File: src/rtl/rpfa_pkg.sv
package rpfa_pkg;

  // Default sizing of the count store
  localparam int PAGES_DEF      = 4096;
  localparam int COUNT_BITS_DEF = 8;

  // Fixed field widths of the channels
  localparam int FUNC_W    = 2;
  localparam int PAGE_W    = 12;
  localparam int STATUS_W  = 3;
  localparam int CNT_OUT_W = 8;
  localparam int FREE_W    = 13;
  localparam int CFG_IDX_W = 2;
  localparam int CFG_DAT_W = 13;

  typedef logic [PAGE_W-1:0]    page_t;
  typedef logic [CNT_OUT_W-1:0] cnt_out_t;
  typedef logic [FREE_W-1:0]    free_t;
  typedef logic [FREE_W-1:0]    pcount_t;

  // Register reset values
  localparam page_t   FIRST_USABLE_RESET = page_t'(256);
  localparam pcount_t PAGE_COUNT_RESET   = pcount_t'(4096);

  // Request kinds
  typedef enum logic [FUNC_W-1:0] {
    FUNC_ALLOC   = 2'd0,
    FUNC_RELEASE = 2'd1,
    FUNC_SHARE   = 2'd2,
    FUNC_PROBE   = 2'd3
  } func_t;

  // Result status codes
  typedef enum logic [STATUS_W-1:0] {
    ST_OK        = 3'd0,
    ST_NO_MEM    = 3'd1,
    ST_RANGE     = 3'd2,
    ST_NOT_ALLOC = 3'd3,
    ST_SATURATED = 3'd4
  } status_t;

  // Configuration register indexes
  typedef enum logic [CFG_IDX_W-1:0] {
    REG_FIRST_USABLE = 2'd0,
    REG_PAGE_COUNT   = 2'd1
  } reg_idx_t;

  // Configuration state handed to the controller
  typedef struct packed {
    logic    wr;
    page_t   first_usable;
    pcount_t page_count;
  } cfg_state_t;

endpackage

File: src/rtl/rpfa_if.sv
// Request channel
interface rpfa_req_if;
  logic                          valid;
  logic                          ready;
  logic [rpfa_pkg::FUNC_W-1:0]   func;
  logic [rpfa_pkg::PAGE_W-1:0]   page_index;

  modport source (output valid, output func, output page_index, input ready);
  modport sink   (input valid, input func, input page_index, output ready);
endinterface

// Result channel
interface rpfa_rsp_if;
  logic                           valid;
  logic                           ready;
  logic [rpfa_pkg::PAGE_W-1:0]    granted_page;
  logic [rpfa_pkg::STATUS_W-1:0]  status;
  logic [rpfa_pkg::CNT_OUT_W-1:0] count_after;
  logic [rpfa_pkg::FREE_W-1:0]    free_frames;

  modport source (output valid, output granted_page, output status, output count_after,
                  output free_frames, input ready);
  modport sink   (input valid, input granted_page, input status, input count_after,
                  input free_frames, output ready);
endinterface


File: src/rtl/rpfa_ctrl.sv
// Sequencer: clear pass, free-page recount, first-fit scan and read-modify-write
module rpfa_ctrl #(
  parameter int PAGES      = rpfa_pkg::PAGES_DEF,
  parameter int COUNT_BITS = rpfa_pkg::COUNT_BITS_DEF
) (
  input  logic                       clk,
  input  logic                       rst,
  input  rpfa_pkg::cfg_state_t       cfg,
  rpfa_req_if.sink                   req,
  rpfa_rsp_if.source                 rsp,
  output logic                       mem_we,
  output logic [$clog2(PAGES)-1:0]   mem_waddr,
  output logic [COUNT_BITS-1:0]      mem_wdata,
  output logic                       mem_re,
  output logic [$clog2(PAGES)-1:0]   mem_raddr,
  input  logic [COUNT_BITS-1:0]      mem_rdata
);

  localparam int AW = $clog2(PAGES);
  localparam int CW = (AW + 1 > rpfa_pkg::FREE_W) ? AW + 1 : rpfa_pkg::FREE_W;
  localparam logic [COUNT_BITS-1:0] COUNT_MAX = {COUNT_BITS{1'b1}};
  localparam logic [CW-1:0]         PAGES_W   = CW'(PAGES);
  localparam logic [CW-1:0]         LAST_PAGE = CW'(PAGES - 1);

  typedef enum logic [5:0] {
    S_CLEAR   = 6'b000001,
    S_RECOUNT = 6'b000010,
    S_IDLE    = 6'b000100,
    S_READ    = 6'b001000,
    S_SCAN    = 6'b010000,
    S_FINISH  = 6'b100000
  } state_t;

  state_t                 state;
  logic                   dirty;
  logic [CW-1:0]          scan_addr;
  logic [CW-1:0]          rd_addr;
  logic                   pend;
  logic [AW:0]            zero_cnt;
  logic [AW:0]            free_cnt;
  rpfa_pkg::func_t        req_func;
  rpfa_pkg::page_t        req_idx;
  rpfa_pkg::page_t        res_granted;
  rpfa_pkg::status_t      res_status;
  rpfa_pkg::cnt_out_t     res_after;
  logic                   rsp_valid;
  rpfa_pkg::page_t        out_granted;
  rpfa_pkg::status_t      out_status;
  rpfa_pkg::cnt_out_t     out_after;
  rpfa_pkg::free_t        out_free;

  logic [CW-1:0]          first_ext;
  logic [CW-1:0]          pcount_ext;
  logic [CW-1:0]          range_end;
  logic [CW-1:0]          idx_ext;
  logic                   in_usable;
  logic                   in_ready;
  logic                   in_fire;
  logic                   scan_more;
  logic                   rd_zero;
  logic                   hit;
  logic [COUNT_BITS-1:0]  cnt_dec;
  logic [COUNT_BITS-1:0]  cnt_inc;

  // Usable range [first_usable, min(page_count, PAGES))
  assign first_ext  = CW'(cfg.first_usable);
  assign pcount_ext = CW'(cfg.page_count);
  assign range_end  = (pcount_ext < PAGES_W) ? pcount_ext : PAGES_W;
  assign idx_ext    = CW'(req.page_index);
  assign in_usable  = (idx_ext >= first_ext) && (idx_ext < range_end);

  assign in_ready   = (state == S_IDLE) && !dirty;
  assign in_fire    = req.valid && in_ready;
  assign scan_more  = scan_addr < range_end;
  assign rd_zero    = (mem_rdata == '0);
  assign hit        = pend && rd_zero;
  assign cnt_dec    = mem_rdata - 1'b1;
  assign cnt_inc    = mem_rdata + 1'b1;

  assign req.ready        = in_ready;
  assign rsp.valid        = rsp_valid;
  assign rsp.granted_page = out_granted;
  assign rsp.status       = out_status;
  assign rsp.count_after  = out_after;
  assign rsp.free_frames  = out_free;

  // Memory port control
  always_comb begin
    mem_we    = 1'b0;
    mem_waddr = scan_addr[AW-1:0];
    mem_wdata = '0;
    mem_re    = 1'b0;
    mem_raddr = scan_addr[AW-1:0];
    case (state)
      S_CLEAR: begin
        mem_we = 1'b1;
      end
      S_RECOUNT: begin
        mem_re = !dirty && scan_more;
      end
      S_IDLE: begin
        mem_raddr = idx_ext[AW-1:0];
        mem_re    = in_fire && (rpfa_pkg::func_t'(req.func) != rpfa_pkg::FUNC_ALLOC)
                    && in_usable;
      end
      S_READ: begin
        mem_waddr = rd_addr[AW-1:0];
        if (!rd_zero) begin
          if (req_func == rpfa_pkg::FUNC_RELEASE) begin
            mem_we    = 1'b1;
            mem_wdata = cnt_dec;
          end else if (req_func == rpfa_pkg::FUNC_SHARE && mem_rdata != COUNT_MAX) begin
            mem_we    = 1'b1;
            mem_wdata = cnt_inc;
          end
        end
      end
      S_SCAN: begin
        mem_waddr = rd_addr[AW-1:0];
        if (hit) begin
          mem_we    = 1'b1;
          mem_wdata = COUNT_BITS'(1);
        end else begin
          mem_re = scan_more;
        end
      end
      default: begin
      end
    endcase
  end

  // Sequencer registers
  always_ff @(posedge clk) begin
    if (rst) begin
      state     <= S_CLEAR;
      dirty     <= 1'b1;
      scan_addr <= '0;
      pend      <= 1'b0;
      zero_cnt  <= '0;
      free_cnt  <= '0;
      rsp_valid <= 1'b0;
    end else begin
      if (rsp_valid && rsp.ready) begin
        rsp_valid <= 1'b0;
      end
      case (state)
        // Zero every entry once after reset
        S_CLEAR: begin
          scan_addr <= scan_addr + 1'b1;
          if (scan_addr == LAST_PAGE) begin
            state <= S_RECOUNT;
          end
        end
        // Count zero entries over the usable range; restart on a register write
        S_RECOUNT: begin
          if (dirty) begin
            dirty     <= 1'b0;
            scan_addr <= first_ext;
            pend      <= 1'b0;
            zero_cnt  <= '0;
          end else begin
            pend    <= scan_more;
            rd_addr <= scan_addr;
            if (scan_more) begin
              scan_addr <= scan_addr + 1'b1;
            end
            if (hit) begin
              zero_cnt <= zero_cnt + 1'b1;
            end
            if (!scan_more && !pend) begin
              free_cnt <= zero_cnt;
              state    <= S_IDLE;
            end
          end
        end
        S_IDLE: begin
          if (dirty) begin
            state <= S_RECOUNT;
          end else if (in_fire) begin
            req_func <= rpfa_pkg::func_t'(req.func);
            req_idx  <= req.page_index;
            rd_addr  <= idx_ext;
            if (rpfa_pkg::func_t'(req.func) == rpfa_pkg::FUNC_ALLOC) begin
              scan_addr <= first_ext;
              pend      <= 1'b0;
              state     <= S_SCAN;
            end else if (!in_usable) begin
              res_granted <= req.page_index;
              res_status  <= rpfa_pkg::ST_RANGE;
              res_after   <= '0;
              state       <= S_FINISH;
            end else begin
              state <= S_READ;
            end
          end
        end
        // Count of the requested page is on mem_rdata
        S_READ: begin
          res_granted <= req_idx;
          res_status  <= rpfa_pkg::ST_OK;
          state       <= S_FINISH;
          if (req_func == rpfa_pkg::FUNC_PROBE) begin
            res_after <= rpfa_pkg::cnt_out_t'(mem_rdata);
          end else if (rd_zero) begin
            res_status <= rpfa_pkg::ST_NOT_ALLOC;
            res_after  <= '0;
          end else if (req_func == rpfa_pkg::FUNC_RELEASE) begin
            res_after <= rpfa_pkg::cnt_out_t'(cnt_dec);
            if (cnt_dec == '0) begin
              free_cnt <= free_cnt + 1'b1;
            end
          end else if (mem_rdata == COUNT_MAX) begin
            res_status <= rpfa_pkg::ST_SATURATED;
            res_after  <= rpfa_pkg::cnt_out_t'(mem_rdata);
          end else begin
            res_after <= rpfa_pkg::cnt_out_t'(cnt_inc);
          end
        end
        // First-fit search, one entry per cycle
        S_SCAN: begin
          if (hit) begin
            res_granted <= rpfa_pkg::page_t'(rd_addr);
            res_status  <= rpfa_pkg::ST_OK;
            res_after   <= rpfa_pkg::cnt_out_t'(1);
            free_cnt    <= free_cnt - 1'b1;
            state       <= S_FINISH;
          end else begin
            pend    <= scan_more;
            rd_addr <= scan_addr;
            if (scan_more) begin
              scan_addr <= scan_addr + 1'b1;
            end
            if (!scan_more && !pend) begin
              res_granted <= '0;
              res_status  <= rpfa_pkg::ST_NO_MEM;
              res_after   <= '0;
              state       <= S_FINISH;
            end
          end
        end
        // Hand the result to the output register once it is free
        S_FINISH: begin
          if (!rsp_valid || rsp.ready) begin
            rsp_valid   <= 1'b1;
            out_granted <= res_granted;
            out_status  <= res_status;
            out_after   <= res_after;
            out_free    <= rpfa_pkg::free_t'(free_cnt);
            state       <= S_IDLE;
          end
        end
        default: begin
          state <= S_CLEAR;
        end
      endcase
      if (cfg.wr) begin
        dirty <= 1'b1;
      end
    end
  end

`ifndef SYNTHESIS
  a_read_issued: assert property (@(posedge clk) disable iff (rst)
    (state == S_READ) |-> $past(mem_re))
    else $error("read state entered without a count read");

  a_write_states: assert property (@(posedge clk) disable iff (rst)
    mem_we |-> (state == S_CLEAR || state == S_READ || state == S_SCAN))
    else $error("count write outside clear or update");

  a_free_bound: assert property (@(posedge clk) disable iff (rst)
    free_cnt <= PAGES)
    else $error("free page count above store depth");

  a_accept_leaves_idle: assert property (@(posedge clk) disable iff (rst)
    in_fire |=> (state != S_IDLE))
    else $error("request accepted but sequencer stayed idle");

  a_finish_no_stall: assert property (@(posedge clk) disable iff (rst)
    (state == S_FINISH && !rsp_valid) |=> (state == S_IDLE && rsp_valid))
    else $error("result held back with empty output register");
`endif

endmodule

File: src/flat_wrapper.sv
// flat-port wrapper written by rule: the top's interface ports become plain ports
module rpfa_ctrl_flat 
#(
  parameter int PAGES      = rpfa_pkg::PAGES_DEF,
  parameter int COUNT_BITS = rpfa_pkg::COUNT_BITS_DEF
)
  (clk, rst, cfg, mem_we, mem_waddr, mem_wdata, mem_re, mem_raddr, mem_rdata, req_valid, req_func, req_page_index, req_ready, rsp_valid, rsp_granted_page, rsp_status, rsp_count_after, rsp_free_frames, rsp_ready);
  rpfa_req_if req_i ();
  rpfa_rsp_if rsp_i ();
  input  logic clk;
  input  logic rst;
  input  rpfa_pkg::cfg_state_t cfg;
  output logic mem_we;
  output logic [$clog2(PAGES)-1:0] mem_waddr;
  output logic [COUNT_BITS-1:0] mem_wdata;
  output logic mem_re;
  output logic [$clog2(PAGES)-1:0] mem_raddr;
  input  logic [COUNT_BITS-1:0] mem_rdata;
  input wire logic [$bits(req_i.valid)-1:0] req_valid;
  input wire logic [$bits(req_i.func)-1:0] req_func;
  input wire logic [$bits(req_i.page_index)-1:0] req_page_index;
  output wire logic [$bits(req_i.ready)-1:0] req_ready;
  output wire logic [$bits(rsp_i.valid)-1:0] rsp_valid;
  output wire logic [$bits(rsp_i.granted_page)-1:0] rsp_granted_page;
  output wire logic [$bits(rsp_i.status)-1:0] rsp_status;
  output wire logic [$bits(rsp_i.count_after)-1:0] rsp_count_after;
  output wire logic [$bits(rsp_i.free_frames)-1:0] rsp_free_frames;
  input wire logic [$bits(rsp_i.ready)-1:0] rsp_ready;
  assign req_i.valid = req_valid;
  assign req_i.func = req_func;
  assign req_i.page_index = req_page_index;
  assign req_ready = req_i.ready;
  assign rsp_valid = rsp_i.valid;
  assign rsp_granted_page = rsp_i.granted_page;
  assign rsp_status = rsp_i.status;
  assign rsp_count_after = rsp_i.count_after;
  assign rsp_free_frames = rsp_i.free_frames;
  assign rsp_i.ready = rsp_ready;
  rpfa_ctrl #(.PAGES(PAGES), .COUNT_BITS(COUNT_BITS)) u_core (.clk(clk), .rst(rst), .cfg(cfg), .req(req_i), .rsp(rsp_i), .mem_we(mem_we), .mem_waddr(mem_waddr), .mem_wdata(mem_wdata), .mem_re(mem_re), .mem_raddr(mem_raddr), .mem_rdata(mem_rdata));
endmodule
File: config.mk
export PLATFORM = sky130hd
export DESIGN_NAME = rpfa_ctrl_flat
export DESIGN_NICKNAME = d
export VERILOG_FILES = /design/src/rtl/rpfa_pkg.sv /design/src/rtl/rpfa_if.sv /design/src/rtl/rpfa_ctrl.sv /design/src/flat_wrapper.sv
export SDC_FILE = /design/constraint.sdc
export NUM_CORES = 1
export LEC_CHECK = 0
export BUFFER_PORTS_ARGS = -buffer_cell sky130_fd_sc_hd__buf_2
export CORE_ASPECT_RATIO = 0.5
export CORE_MARGIN = 10
export CORE_UTILIZATION = 30
export CTS_CLUSTER_DIAMETER = 150
export DETAILED_ROUTE_END_ITERATION = 8
export HOLD_SLACK_MARGIN = 0.15
export PLACE_DENSITY_LB_ADDON = 0.3
export SYNTH_ARGS = -nofsm -noshare
export SYNTH_HDL_FRONTEND = slang
export SYNTH_SLANG_ARGS = --single-unit
File: constraint.sdc
create_clock -name clk -period 5.7 [get_ports clk]
set_input_delay 0 -clock clk [delete_from_list [all_inputs] [get_ports clk]]
set_output_delay 0 -clock clk [all_outputs]
set_load 0.02 [all_outputs]
After elaboration in Yosys (flattened, before gate mapping)
Index checks and enable logic that the tools add are counted.
{ "word_totals": {"register_bits": 133, "latch_bits": 0, "ramBits": 0, "romBits": 0, "inputBits": 52, "out_inout_bits": 72, "n_memories": 0} }
{ "classes": {"add_sub_neg": 6, "n_mul": 0, "div_mod_pow": 0, "magnitude_cmp": 4, "eq_ne": 29, "n_shift": 0, "mux": 86, "bitwise": 2, "n_reduce_logical": 35} }
{ "op_table": {"columns": ["cell", "count"], "rows": [
  ["2-to-1 mux 13 bit", 16],
  ["2-to-1 mux 12 bit", 12],
  ["2-to-1 mux 8 bit", 13],
  ["case mux 12 bit (3 select lines)", 2],
  ["2-to-1 mux 6 bit", 10],
  ["case mux 13 bit (4 select lines)", 1],
  ["adder 13 x 1 -> 13 bit (second input constant)", 3],
  ["case mux 13 bit (3 select lines)", 1],
  ["case mux 6 bit (6 select lines)", 1],
  ["2-to-1 mux 3 bit", 10],
  ["case mux 8 bit (3 select lines)", 1],
  ["logical NOT 8 bit", 2],
  ["inequality test 2 bit (second input constant)", 8],
  ["case mux 8 bit (2 select lines)", 1],
  ["2-to-1 mux 1 bit", 14],
  ["inequality test 2 x 1 -> 1 bit (second input constant)", 7],
  ["== test 13 x 12 -> 1 bit (second input constant)", 1],
  ["< comparator 12 x 13 -> 1 bit", 1],
  ["< comparator 13 bit", 1],
  ["< comparator 13 bit (second input constant)", 1],
  ["subtractor 13 x 1 -> 13 bit (second input constant)", 1],
  ["greater-or-equal comparator 12 bit", 1],
  ["AND reduction 6 bit", 2],
  ["logical AND 1 bit", 10],
  ["29 further kinds", 42]
]} }

Longest topological paths before layout
{ "logic_depth": {"ltp_word": 9, "ltp_mapped": 13, "depth_no_buf": 11} }

Worst setup path after synthesis
No wires, ideal clock.
{ "synth_path": {"kind": "reg-to-reg", "startpoint": "reg u_core.state[2]", "endpoint": "reg u_core.out_after[0], in the netlist u_core.rsp.count_after[0], enable pin", "arrival_ps": 4003, "required_time_ps": 5218, "setup_slack_ps": 1215, "path_stages_with_launch": 5, "path_buffers": 1, "synth_period_minus_slack_ps": 4485, "cell_sequence": "dfxtp_1 buf_6 or4_4 nor3b_2 nor3b_1"} }
{ "synth_via": {"elab_chain_len": 2} }
{ "synth_lines": {"columns": ["element", "line", "rtl"], "rows": [
  ["from (decl)", "rpfa_ctrl.sv:34", "state_t state;"],
  ["from (signal assigned)", "rpfa_ctrl.sv:135", "state <= S_CLEAR;"],
  ["from (signal assigned)", "rpfa_ctrl.sv:151", "state <= S_RECOUNT;"],
  ["from (signal assigned)", "rpfa_ctrl.sv:172", "state <= S_IDLE;"],
  ["== test 6 bit", "rpfa_ctrl.sv:146", "case (state)"],
  ["AND reduction 3 bit (no line)", null, null],
  ["to (signal assigned)", "rpfa_ctrl.sv:247", "out_after <= res_after;"],
  ["to (decl)", "rpfa_ctrl.sv:49", "rpfa_pkg::cnt_out_t out_after;"]
]} }
Every way passes these cells.
A chain may end at the register's enable or synchronous reset.

Final worst setup path
{ "layout_path": {"startpoint": "reg u_core.state[5]", "endpoint": "reg u_core.free_cnt[10]"} }
{ "layout_via": {"elab_chain_len": 3, "word_cells_on_any_way": 13} }
{ "layout_lines": {"columns": ["element", "line", "rtl"], "rows": [
  ["== test 6 x 5 -> 1 bit (tied with other cells)", "rpfa_ctrl.sv:146", null],
  ["inequality test 2 x 1 -> 1 bit (no line) (tied with other cells)", null, null],
  ["AND reduction 8 bit (no line)", null, null],
  ["to (signal assigned)", "rpfa_ctrl.sv:171", "free_cnt <= zero_cnt;"],
  ["to (signal assigned)", "rpfa_ctrl.sv:210", "free_cnt <= free_cnt + 1'b1;"],
  ["to (signal assigned)", "rpfa_ctrl.sv:225", "free_cnt <= free_cnt - 1'b1;"],
  ["to (decl)", "rpfa_ctrl.sv:40", "logic [AW:0] free_cnt;"]
]} }
Several ways; a longest one is shown, not always the timed one.

==> impl_metrics.csv <==
group,metric,value,unit
floorplanning,fp.dieArea,0.0332,mm^2
sta,skew,0.00958,ns
power_and_ir_drop,irDropWorstVdd,0.204,mV
drt,postRouteAntennaNets,0,
drt,wl_met3,1050,um
synthesis,syn_inst,842,
clocking,clk_pin_slew,0.06,ns
drt,wl_met1,10800,um
drt,avgViaCountPerCell,5.18,
cells_and_area,num_antenna_cells,0,
synthesis,ys_top_cells_by_area,"edfxtp_1, dfxtp_1, ha_1",
worst_setup_path,cp.arrival,3.88,ns
place,gp_congestion,0.911,
worst_setup_path,timing.rr.start,"u_core.state[5]",
worst_setup_path,cp-end-kind,"flip-flop",
hold_path,hold_path_end,"u_core.res_after[0]",
power_and_ir_drop,power_leakage,3.94,nW
clocking,htreeDepth,4,
synthesis,synth-main-ff-cell,"edfxtp_1",
sta,finalHoldViolCount,0,
global_route,grt_pass1_vias,6889,
global_route,grt_util_all_layers,0.146,
worst_setup_path,timing.rr.end,"u_core.free_cnt[10]",
cells_and_area,final_cell_mix,"nand2_1, buf_2, edfxtp_1",
place,numPortBuffers,123,
drt,drt-pass1-iter-count,5,
global_route,grt_max_degree,39,
floorplanning,core.rowCount,41,
hold_path,hold_path_class,"in2reg",
worst_setup_path,rr_worst_depth,11,
drt,drt_iter0_drc,598,
drt,wl,24500,um
floorplanning,coreArea,0.0254,mm^2
synthesis,seq_area_frac_synth,0.451,
cells_and_area,areaGrowthSynthToFinish,24.4,%
power_and_ir_drop,power_density,247,mW/mm^2
synthesis,syn_area_per_cell,9.26,um^2
cells_and_area,stdcell_count,1350,
power_and_ir_drop,p_clk_frac,0.452,
worst_setup_path,cp_slowest_cell,"o31ai_1",
place,dp_cells,1281,
cells_and_area,finish.net_count,1099,
clocking,cts_tree,"done",
place,dp_hpwl,18100,um
floorplanning,fp.dieH,134,um
power_and_ir_drop,internal_power,1.77,mW
floorplanning,chipWidth,248,um
sta,worstMarginPinSlew,1.05,ns
cells_and_area,layout_commonest_cell,"nand2_1",
power_and_ir_drop,sw_frac_of_total,0.259,
worst_setup_path,path_cells,"nor3_1 -> nand3_1 -> inv_2 -> ha_1 -> nor2b_1 -> o31ai_1 -> a21oi_1 -> a31o_2 -> a211oi_1 -> o311ai_0 -> o211a_1",
floorplanning,initial_core_util,0.307,
clocking,cts_buffers,17,
worst_setup_path,cp_max_fo,14,
global_route,grt_pass1_wl,38400,um
drt,drc_errors,0,
run,cap_viol_max_count,0,
sta,fin_crit_sh,0.626,
clocking,clock-sinks,133,
power_and_ir_drop,seq_power_share,0.436,
worst_setup_path,critPathLaunchType,"flip-flop",
synthesis,netlist_area,0.00780,mm^2
synthesis,yosysWarnings,0,
hold_path,hold_path_startpoint,"mem_rdata[0]",
worst_setup_path,max_stage_delay,0.44,ns
drt,wl_met2,12200,um
sta,maxSlewHeadroom,0.302,
drt,highest_layer,"met4",
synthesis,async_flop_share,0,
sta,drv_slew,0,
clocking,clock_latency,0.43,ns
outcome,status,"completed",
sta,rsz0062_at_grt,"no",
synthesis,yosysTopAreaCell,"edfxtp_1",
worst_setup_path,path_class,"reg2reg",
synthesis,yosys_register_bits,133,
sta,fin_tns_setup,0,ns
sta,period_minus_slack,3.57,ns
synthesis,yosysUniqueCellTypes,77,
sta,fmax,0.280,GHz
synthesis,synth_top_area_frac,0.327,
cells_and_area,drive_gt1_frac,0.192,
clocking,cts_repair_resize_count,0,
worst_setup_path,worst-path-buf-inv,1,
clocking,root_buffer,"clkbuf_16",
hold_path,min_path_cells,3,
power_and_ir_drop,switchingPower,0.621,mW
sta,setup_viol,0,
clocking,clockBufferDepth,2,
global_route,antenna_found_initial,0,
floorplanning,ios,124,
global_route,overflow,0,
worst_setup_path,ff2ff_setup_slack,2.13,ns
worst_setup_path,crit_family,"compound AO/OA/AOI/OAI gates",
synthesis,synth_edf_count,85,
worst_setup_path,cp.required,6.02,ns
synthesis,synth_fp_nets,947,
drt,drt-wirelength-per-cell,18.1,um
drt,vias,6987,
power_and_ir_drop,pwr-share-comb,0.112,
## kinds of logic after synthesis
group                    Yosys count  share of synthesized area
AO/OA/AOI/OAI                    202                      0.179
XOR/XNOR                          26                     0.0292
adder cells (fa/ha/maj)           53                     0.0860
buffers and inverters             66                     0.0358
flip-flops                       133                      0.451
multiplexers                       2                    0.00273
AND/OR/NAND/NOR                  360                      0.217
## metal layers
layer	up-vias	GRT usage
met3	31	0.0283
met2	211	0.255
met4	0	0.0519
met5	-	0
met1	3360	0.175
li1	3385	-
## repair_timing
item	in CTS	in global routing
setup buffers	0	0
hold endpoints to repair	70	0
hold buffers	38	0
## worst max-delay path by stage
stage / startpoint / end / slack, ns / cells past startpoint
floorplan: u_core.state[2] / u_core.rsp.count_after[0] / 1.22 / 4
global placement: u_core.state[5] / u_core.free_cnt[10] / 2.29 / 11
detailed placement: u_core.state[5] / u_core.free_cnt[10] / 2.18 / 11
CTS: u_core.state[5] / u_core.free_cnt[10] / 2.15 / 11
global route: u_core.state[5] / u_core.free_cnt[10] / 1.71 / 11
finish: u_core.state[5] / u_core.free_cnt[10] / 2.13 / 11
## tightest hold or removal path, delay by kind of cell
family	cells	cell delay [ns]
AOI/OAI and AO/OA	2	0.25
buffers and inverters	1	0.19
## stage by stage
| step | power, mW | setup slack (ns) | util | cell area, um^2 | hold WS, ns |
|---|---|---|---|---|---|
| after floorplan | 1.22 | 1.22 | - | 7800 | 0.0974 |
| after global placement | 1.30 | 2.29 | 0.345 | 8760 | 0.196 |
| after detailed placement | 1.31 | 2.18 | 0.345 | 8760 | 0.209 |
| after CTS | 2.41 | 2.15 | 0.382 | 9700 | 0.174 |
| after global routing | 2.48 | 1.71 | 0.382 | 9700 | 0.186 |
| final | 2.39 | 2.13 | 0.382 | 9700 | 0.189 |
## Yosys cell counts (4+ instances only)
cell / instances
nor2b_1: 8
a21o_1: 14
and3_1: 9
o21ai_0: 34
nand2b_1: 5
nand4_1: 4
or2_2: 8
nor2_1: 74
ha_1: 52
clkbuf_1: 24
inv_1: 30
a22oi_1: 18
a32o_1: 4
o311ai_1: 5
buf_2: 4
a211oi_1: 12
or3_1: 7
and2_1: 6
o21ai_1: 10
o211ai_1: 11
dfxtp_1: 48
xnor2_1: 9
a31oi_1: 8
xor2_1: 17
nand2_1: 161
edfxtp_1: 85
nand3_1: 30
nor3_1: 17
a21oi_1: 40
nor4_1: 5
nor3b_1: 6
## power by group through the flow
stage               Sequential (mW)  Combinational [mW]  Clock [mW]
floorplan                      1.06               0.159           0
global placement               1.06               0.240           0
detailed placement             1.06               0.245           0
CTS                            1.04               0.266        1.10
global route                   1.04               0.295        1.14
finish                         1.04               0.268        1.08
## flip-flops by register name, summed over array words and instances, names as in the netlist
signal,count
u_core.zero_cnt,13
u_core.rsp.free_frames,13
u_core.res_status,3
u_core.req_func,2
u_core.rd_addr,12
u_core.req_idx,12
u_core.pend,1
u_core.rsp.status,3
u_core.res_after,8
u_core.rsp.valid,1
u_core.rsp.granted_page,12
u_core.scan_addr,13
u_core.free_cnt,13
u_core.dirty,1
u_core.state,6
u_core.rsp.count_after,8
u_core.res_granted,12
## final cells by class
| class | count | area (um^2) |
|---|---|---|
| Clock buffer | 18 | 429 |
| Tap cell | 344 | 430 |
| Multi-Input combinational cell | 643 | 4030 |
| Fill cell | 2525 | 15700 |
| Sequential cell | 133 | 3510 |
| Inverter | 31 | 116 |
| Clock inverter | 13 | 134 |
| Timing Repair Buffer | 168 | 1050 |
(Power assumes the default switching activity.)
